==> src/rtl/length_sum_frame_receiver_defines.svh <==
// assertion macros for the length-sum frame receiver
// used by rtl files that carry concurrent checks; no other dependencies
`ifndef LENGTH_SUM_FRAME_RECEIVER_DEFINES_SVH
`define LENGTH_SUM_FRAME_RECEIVER_DEFINES_SVH

// check a property on every rising edge outside reset
`define LSFR_ASSERT(lbl, clk, rst_n, prop, msg) \
    lbl: assert property (@(posedge clk) disable iff (!rst_n) prop) else $error(msg);

// check a property on every rising edge, reset included
`define LSFR_ASSERT_ALWAYS(lbl, clk, prop, msg) \
    lbl: assert property (@(posedge clk) prop) else $error(msg);

`endif

==> src/rtl/lsfr_pkg.sv <==
// shared types and codes for the length-sum frame receiver
// no dependencies
`default_nettype none

package lsfr_pkg;

    // operation codes of an input word
    localparam logic OP_BYTE = 1'b0;
    localparam logic OP_TICK = 1'b1;

    // configuration register indexes
    localparam logic CFG_IDX_TIMEOUT    = 1'b0;
    localparam logic CFG_IDX_UPDATE_CMD = 1'b1;

    localparam logic [15:0] IDLE_SATURATED  = 16'hFFFF;
    localparam logic [15:0] TIMEOUT_RESET   = 16'd100;
    localparam logic [7:0]  UPDATE_CMD_RESET = 8'd0;

    typedef enum logic [1:0] {
        ST_IN_PROGRESS = 2'd0,
        ST_GOOD_STD    = 2'd1,
        ST_GOOD_UPDATE = 2'd2,
        ST_CSUM_ERR    = 2'd3
    } t_frame_status;

    typedef struct packed {
        logic       operation;
        logic [7:0] rx_byte;
    } t_in_word;

    typedef struct packed {
        logic [7:0]    echo_byte;
        logic [8:0]    byte_position;
        logic          restarted;
        logic          frame_end;
        t_frame_status frame_status;
        logic [7:0]    command_code;
        logic [7:0]    parameter_code;
    } t_out_word;

    typedef struct packed {
        logic [15:0] idle_timeout_ticks;
        logic [7:0]  update_command_code;
    } t_cfg;

endpackage

`default_nettype wire

==> src/rtl/length_sum_frame_receiver.sv <==
// length-prefixed frame receiver with an 8-bit additive checksum
// top level; depends on lsfr_pkg, lsfr_frame_core and the assertion macro header
//
// usage:
//   input channel (i_in_valid / o_in_stall / i_in_word) carries one word per
//   received byte or per idle tick; output channel (o_out_valid / i_out_stall /
//   o_out_word) returns one word per received byte, echoing it with its
//   position, restart flag and, on the checksum byte, the frame verdict.
//   ticks produce no output word.
//   path: an accepted byte passes the input register, then classification
//   into the output register, which drives the output word.
//   throughput: one word per cycle while no byte waits on a stalled output;
//   the frame state (cursor, sum, lengths) updates as the held word moves on.
//   stall: while the output word waits, a byte in the input register holds
//   and o_in_stall rises; ticks still pass through since they need no slot.
//   config (i_cfg_*) is written at once; idle only is the user's duty, not enforced.
//   reset: synchronous active low; clears both registers' valid flags, the
//   frame state, and saturates the idle counter so the first byte restarts.
`default_nettype none
`include "length_sum_frame_receiver_defines.svh"

module length_sum_frame_receiver #(
    parameter int MAX_FRAME = 512
) (
    input  wire logic                i_clk,
    input  wire logic                i_rst_n,
    // input channel
    input  wire logic                i_in_valid,
    output logic                     o_in_stall,
    input  wire lsfr_pkg::t_in_word  i_in_word,
    // output channel
    output logic                     o_out_valid,
    input  wire logic                i_out_stall,
    output lsfr_pkg::t_out_word      o_out_word,
    // configuration write port
    input  wire logic                i_cfg_we,
    input  wire logic                i_cfg_index,
    input  wire logic [15:0]         i_cfg_data
);
    import lsfr_pkg::*;

    // input register
    logic      r_in_valid;
    t_in_word  r_in_word;
    // output register
    logic      r_out_valid;
    t_out_word r_out_word;
    // configuration
    t_cfg      r_cfg;

    logic      in_accept;
    logic      proc_fire;
    logic      out_free;
    logic      fire_byte;
    t_out_word core_result;

    // output slot can take a new word when empty or being drained now
    assign out_free  = !r_out_valid || !i_out_stall;
    // ticks never need the output slot
    assign proc_fire = r_in_valid && ((r_in_word.operation == OP_TICK) || out_free);
    assign fire_byte = proc_fire && (r_in_word.operation == OP_BYTE);

    assign o_in_stall  = r_in_valid && !proc_fire;
    assign in_accept   = i_in_valid && !o_in_stall;
    assign o_out_valid = r_out_valid;
    assign o_out_word  = r_out_word;

    lsfr_frame_core #(
        .MAX_FRAME (MAX_FRAME)
    ) u_core (
        .i_clk    (i_clk),
        .i_rst_n  (i_rst_n),
        .i_fire   (proc_fire),
        .i_word   (r_in_word),
        .i_cfg    (r_cfg),
        .o_result (core_result)
    );

    // input register: refill whenever the held word moves on
    always_ff @(posedge i_clk) begin
        if (!i_rst_n) begin
            r_in_valid <= 1'b0;
        end else if (in_accept) begin
            r_in_valid <= 1'b1;
        end else if (proc_fire) begin
            r_in_valid <= 1'b0;
        end
    end

    always_ff @(posedge i_clk) begin
        if (in_accept) begin
            r_in_word <= i_in_word;
        end
    end

    // output register
    always_ff @(posedge i_clk) begin
        if (!i_rst_n) begin
            r_out_valid <= 1'b0;
        end else if (fire_byte) begin
            r_out_valid <= 1'b1;
        end else if (!i_out_stall) begin
            r_out_valid <= 1'b0;
        end
    end

    always_ff @(posedge i_clk) begin
        if (fire_byte) begin
            r_out_word <= core_result;
        end
    end

    // configuration register decode
    always_ff @(posedge i_clk) begin
        if (!i_rst_n) begin
            r_cfg.idle_timeout_ticks  <= TIMEOUT_RESET;
            r_cfg.update_command_code <= UPDATE_CMD_RESET;
        end else if (i_cfg_we) begin
            unique case (i_cfg_index)
                CFG_IDX_TIMEOUT:    r_cfg.idle_timeout_ticks  <= i_cfg_data;
                CFG_IDX_UPDATE_CMD: r_cfg.update_command_code <= i_cfg_data[7:0];
                default: ;
            endcase
        end
    end

    // checks
    `LSFR_ASSERT(a_end_after_header, i_clk, i_rst_n, (o_out_valid && o_out_word.frame_end) |-> (o_out_word.byte_position >= 9'd2), "frame end before command position")
    `LSFR_ASSERT(a_status_matches_end, i_clk, i_rst_n, o_out_valid |-> (o_out_word.frame_end == (o_out_word.frame_status != ST_IN_PROGRESS)), "status disagrees with frame end")
    `LSFR_ASSERT(a_restart_at_zero, i_clk, i_rst_n, (o_out_valid && o_out_word.restarted) |-> (o_out_word.byte_position == 9'd0), "restart away from position zero")
    `LSFR_ASSERT(a_codes_only_at_end, i_clk, i_rst_n, (o_out_valid && !o_out_word.frame_end) |-> (o_out_word.command_code == 8'd0 && o_out_word.parameter_code == 8'd0), "codes shown mid frame")
    `LSFR_ASSERT(a_stall_needs_word, i_clk, i_rst_n, o_in_stall |-> (r_in_valid && r_out_valid && i_out_stall), "input stalled without cause")

endmodule

`default_nettype wire

==> src/rtl/lsfr_frame_core.sv <==
// frame state and per-byte classification for the length-sum frame receiver
// depends on lsfr_pkg
`default_nettype none

module lsfr_frame_core #(
    parameter int MAX_FRAME = 512
) (
    input  wire logic              i_clk,
    input  wire logic              i_rst_n,
    input  wire logic              i_fire,
    input  wire lsfr_pkg::t_in_word i_word,
    input  wire lsfr_pkg::t_cfg    i_cfg,
    output lsfr_pkg::t_out_word    o_result
);
    import lsfr_pkg::*;

    localparam int CW = $clog2(MAX_FRAME);

    logic [CW-1:0] r_cursor,      n_cursor;
    logic [15:0]   r_frame_len,   n_frame_len;
    logic [7:0]    r_length_low,  n_length_low;
    logic [7:0]    r_running_sum, n_running_sum;
    logic [15:0]   r_idle_count,  n_idle_count;
    logic [7:0]    r_saved_cmd,   n_saved_cmd;
    logic [7:0]    r_saved_par,   n_saved_par;

    logic          restart;
    logic [CW-1:0] pos;
    logic          frame_end;
    logic [7:0]    b;
    logic [7:0]    cmd_eff;
    logic [7:0]    par_eff;
    t_frame_status status;

    assign b       = i_word.rx_byte;
    assign restart = r_idle_count >= i_cfg.idle_timeout_ticks;
    assign pos     = restart ? '0 : r_cursor;
    // end test is only live from the command position on
    assign frame_end = (pos > CW'(1)) && (16'(pos) >= r_frame_len);
    assign cmd_eff   = (pos == CW'(2)) ? b : r_saved_cmd;
    assign par_eff   = (pos == CW'(3)) ? b : r_saved_par;

    always_comb begin
        if (r_running_sum != b) begin
            status = ST_CSUM_ERR;
        end else if (cmd_eff == i_cfg.update_command_code) begin
            status = ST_GOOD_UPDATE;
        end else begin
            status = ST_GOOD_STD;
        end
    end

    always_comb begin
        o_result.echo_byte      = b;
        o_result.byte_position  = 9'(pos);
        o_result.restarted      = restart;
        o_result.frame_end      = frame_end;
        o_result.frame_status   = frame_end ? status : ST_IN_PROGRESS;
        o_result.command_code   = frame_end ? cmd_eff : 8'd0;
        o_result.parameter_code = frame_end ? par_eff : 8'd0;
    end

    always_comb begin
        n_cursor      = r_cursor;
        n_frame_len   = r_frame_len;
        n_length_low  = r_length_low;
        n_running_sum = r_running_sum;
        n_idle_count  = r_idle_count;
        n_saved_cmd   = r_saved_cmd;
        n_saved_par   = r_saved_par;
        if (i_fire) begin
            if (i_word.operation == OP_TICK) begin
                if (r_idle_count != IDLE_SATURATED) begin
                    n_idle_count = r_idle_count + 16'd1;
                end
            end else begin
                n_idle_count = '0;
                case (pos)
                    CW'(0): begin
                        n_length_low = b;
                        n_saved_cmd  = '0;
                        n_saved_par  = '0;
                    end
                    CW'(1): n_frame_len = {b + 8'hFF, r_length_low};
                    CW'(2): n_saved_cmd = b;
                    CW'(3): n_saved_par = b;
                    default: ;
                endcase
                if (frame_end) begin
                    n_cursor = '0;
                end else begin
                    // sum restarts with the first byte of a frame
                    n_running_sum = (pos == CW'(0)) ? b : r_running_sum + b;
                    n_cursor = (pos == CW'(MAX_FRAME - 1)) ? '0 : pos + CW'(1);
                end
            end
        end
    end

    always_ff @(posedge i_clk) begin
        if (!i_rst_n) begin
            r_cursor      <= '0;
            r_frame_len   <= '0;
            r_length_low  <= '0;
            r_running_sum <= '0;
            r_idle_count  <= IDLE_SATURATED;
            r_saved_cmd   <= '0;
            r_saved_par   <= '0;
        end else begin
            r_cursor      <= n_cursor;
            r_frame_len   <= n_frame_len;
            r_length_low  <= n_length_low;
            r_running_sum <= n_running_sum;
            r_idle_count  <= n_idle_count;
            r_saved_cmd   <= n_saved_cmd;
            r_saved_par   <= n_saved_par;
        end
    end

endmodule

`default_nettype wire

==> config.mk <==
export PLATFORM = sky130hd
export DESIGN_NAME = length_sum_frame_receiver
export DESIGN_NICKNAME = d
export VERILOG_FILES = /design/src/rtl/lsfr_pkg.sv /design/src/rtl/length_sum_frame_receiver.sv /design/src/rtl/lsfr_frame_core.sv
export VERILOG_INCLUDE_DIRS = /design/src /design/src/rtl
export SDC_FILE = /design/constraint.sdc
export NUM_CORES = 1
export LEC_CHECK = 0
export BUFFER_PORTS_ARGS = -buffer_cell sky130_fd_sc_hd__buf_2
export CAP_MARGIN = 5
export CORE_MARGIN = 10
export CORE_UTILIZATION = 45
export CTS_CLUSTER_DIAMETER = 200
export CTS_CLUSTER_SIZE = 40
export DETAILED_ROUTE_END_ITERATION = 7
export PLACE_DENSITY = 0.63
export SYNTH_ARGS = -nofsm -noshare
export SYNTH_HDL_FRONTEND = slang
export SYNTH_SLANG_ARGS = --single-unit
==> constraint.sdc <==
create_clock -name i_clk -period 7.35 [get_ports i_clk]
set_input_delay 0.735 -clock i_clk [delete_from_list [all_inputs] [get_ports i_clk]]
set_output_delay 0.735 -clock i_clk [all_outputs]
set_load 0.02 [all_outputs]
==> reports/qor.txt <==
Status -> complete, no violations
Number of global-route vias before repair -> 5350
Largest net degree at the start of global routing -> 62
DRT iter0 DRCs -> 285
Rel. slew slack -> 19.7%
Critical path's top delay family -> compound AO/OA/AOI/OAI gates
Lkg Pwr -> 3.20 nW
Pins Over Slew Limit -> 0
CP Buf/Inv Count -> 2
PostCTS Resize Cnt -> 0
Max-Cap Viols -> 0
Drt total wl -> 16.2 mm
Min-Delay Endpoint -> r_cfg[22]
Initial Util -> 46.0%
Critical path data arrival time -> 4.60 ns
Post-route cell area -> 8080 um2
CP required -> 7.63 ns
Met2 wire len -> 7.68 mm
# IOs -> 70
Mean cell area of the mapped netlist -> 9.59 um2
Die Span Y -> 145 um
Reg2Reg Depth -> 17
Maximum clock path buffer count -> 2
Post-route DRC violation count -> 0
Total gr overflow -> 0
Global-route wire length before repair -> 26.6 mm
Die area -> 21000 um2
Overall power -> 1.95 mW
Num CTS Buffers -> 17
Register bit total from synthesis -> 145
Cells after Synth -> 732
Crit path time final -> 4.32 ns
Number of enable flip-flop cells after synthesis -> 46
CTS tree -> yes
Fraction of layout cells with a size suffix above 1 -> 16.1%
Ys async rst share -> 0%
Routability-driven placement congestion ratio -> 0.870
Post-CTS Setup Inserts -> 0
WL met1 -> 7.39 mm
Clk sink count -> 145
Final Hold Fails -> 0
Worst R2R Setup Slack -> 3.03 ns
Met3 wire len -> 777 um
Dpl hpwl -> 11.6 mm
GRT Util Overall -> 16.2%
Syn_nets -> 803
Prevailing post-synth register cell -> dfxtp_1
Initial antenna violation count -> 0
IO Port Bufs -> 69
Final setup vio count -> 0
RSZ-0062 raised after global routing -> no
Largest stage delay on the critical path -> 0.64 ns
Final nets -> 857
Mapped cell area -> 7020 um2
Top routing layer used -> met4
Clock skew -> 0.00874 ns
CP Cell Sequence -> inv_1 > ha_1 > nand2b_4 > a2111oi_4 > o21a_1 > o21a_1 > nand2_1 > ha_1 > nand2b_1 > a211oi_1 > o21ai_1 > o2111a_2 > nand2_1 > buf_4 > nand2_1 > a211oi_1 > nor3_1
Fin Hold WS -> 0.460 ns
Final Cycle Share -> 58.8%
WL/cell -> 16.0 um
Dpl cell area -> 7460 um2
N_diodes -> 0
Area growth syn-to-layout -> 15.1%
Actual slew at the worst max-slew pin -> 1.20 ns
P per Cell Area -> 242 nW/um2
Top cell by count, worst path -> nand2_1
Cell row count -> 45
HP Class -> register to register
Hold-fix buffers, CTS -> 0
Cells on Worst Hold Path -> 2
Avg Vias per Cell -> 5.27
HP Start -> r_cfg[22]
Final setup TNS -> 0 ns
Worst-path fanout max -> 20
Synth warn -> 0
Clock latency on the worst-skew pair -> 0.43 ns
Slowest CP cell -> o21a_1
Sequential cell area fraction in the yosys report -> 47.9%
H-tree levels -> 4
Worst reg2reg path startpoint -> u_core.r_idle_count[0]
Clock Tree Root -> clkbuf_16
DR pass1 iterations -> 5
Core Region -> 15300 um2
Die W -> 145 um
Peak Freq -> 0.231 GHz
Reg-to-Reg End -> u_core.r_running_sum[3]
Cell variety after synth -> 65
CTS clk-pin slew, worst paths -> 0.06 ns
Final antenna-violating net count -> 0
Via count -> 5324
Crit path launch type -> register
Max VDD drop -> 0.000171 V
Setup Crit Path Kind -> register to register
Worst setup EP type -> register
-- cell usage after synthesis, types with 10 or more instances --
| master | count | area, um2 |
|---|---|---|
| xnor2_1 | 18 | 158 |
| mux2i_1 | 22 | 220 |
| nor3_1 | 11 | 55.1 |
| a22oi_1 | 18 | 135 |
| dfxtp_1 | 99 | 1980 |
| o211ai_1 | 12 | 90.1 |
| clkbuf_1 | 25 | 93.8 |
| and2_1 | 10 | 62.6 |
| edfxtp_1 | 46 | 1380 |
| nand3_1 | 24 | 120 |
| xor2_1 | 18 | 158 |
| a21oi_1 | 55 | 275 |
| nor2_1 | 81 | 304 |
| ha_1 | 39 | 488 |
| nand2_1 | 72 | 270 |
| inv_1 | 43 | 161 |
| o21ai_0 | 30 | 150 |
-- worst max path at each step --
stage,from,endpoint,slack [ns],cells past startpoint
after CTS,u_core.r_idle_count[0],u_core.r_running_sum[4],3.03,17
after floorplan,u_core.r_idle_count[0],u_core.r_cursor[7],3.83,20
after global placement,u_core.r_idle_count[0],u_core.r_running_sum[3],3.25,17
final,u_core.r_idle_count[0],u_core.r_running_sum[3],3.03,17
after global routing,u_core.r_idle_count[6],u_core.r_cursor[6],2.67,17
after detailed placement,u_core.r_idle_count[0],u_core.r_running_sum[4],3.08,17
-- where the power goes --
part           internal (mW)  switching (mW)
Clock                  0.571           0.326
Combinational         0.0683           0.103
Sequential             0.854          0.0321
Total                   1.49           0.461
-- through the flow --
step,setup slack [ns],instances,util (%)
after floorplan,3.83,732,-
after global placement,3.25,978,48.9
after detailed placement,3.08,978,48.9
after CTS,3.03,1010,53.0
after global routing,2.67,1010,53.0
final,3.03,1010,53.0
-- cells in the final DEF (no fill, tap or decap), types with 6 or more instances in the layout --
master,count
nor4_1,7
a211oi_1,6
buf_2,69
a21oi_1,55
ha_1,39
a22oi_1,18
mux2i_1,22
nand2_1,72
o211ai_1,12
xnor2_1,18
and2_1,10
and3_1,6
a211oi_2,7
o21ai_0,30
nand3_1,24
dfxtp_1,99
nor3_1,11
inv_1,42
edfxtp_1,46
nor2_1,81
xor2_1,18
nand4_1,7
clkbuf_16,18
o21a_1,7
-- logic make-up (layout without fill, tap and decap cells) --
family / count (synthesis) / after routing / share of synthesized area, %
fa+ha+maj: 40 / 40 / 7.24
xor+xnor: 36 / 36 / 4.49
mux: 23 / 23 / 3.30
flops: 145 / 145 / 47.9
compound gates: 161 / 161 / 15.4
buf+inv: 82 / 149 / 5.10
simple gates: 245 / 245 / 16.6
-- state kept, by name (all words and copies together) (netlist names) --
| register | count |
|---|---|
| o_out_valid | 1 |
| o_out_word | 37 |
| r_cfg | 24 |
| r_in_valid | 1 |
| r_in_word | 9 |
| u_core.r_cursor | 9 |
| u_core.r_frame_len | 16 |
| u_core.r_idle_count | 16 |
| u_core.r_length_low | 8 |
| u_core.r_running_sum | 8 |
| u_core.r_saved_cmd | 8 |
| u_core.r_saved_par | 8 |
-- final cells by class --
type,instances,area (um2)
clock buffers,23,489
clock inverters,9,128
fillers,1374,7180
inverters,45,171
multi-input cells,505,3300
flip-flops and latches,145,3360
well taps,211,264
repair buffers,72,368
-- worst reg2reg max path, cell delays in order, from the launching register on --
cell and delay (ns):
dfxtp_1 0.33, inv_1 0.08, ha_1 0.27, nand2b_4 0.15
a2111oi_4 0.33, o21a_1 0.17, o21a_1 0.64, nand2_1 0.28
ha_1 0.35, nand2b_1 0.15, a211oi_1 0.24, o21ai_1 0.10
o2111a_2 0.19, nand2_1 0.11, buf_4 0.27, nand2_1 0.18
a211oi_1 0.27, nor3_1 0.07
-- routing by layer --
layer | global-route usage (%) | vias to the layer above
met3 | 4.53 | 24
met5 | 0 | -
met2 | 26.4 | 113
met1 | 19.7 | 2514
li1 | - | 2673
met4 | 6.22 | 0
Note: power is estimated with default switching activity, not from simulation.
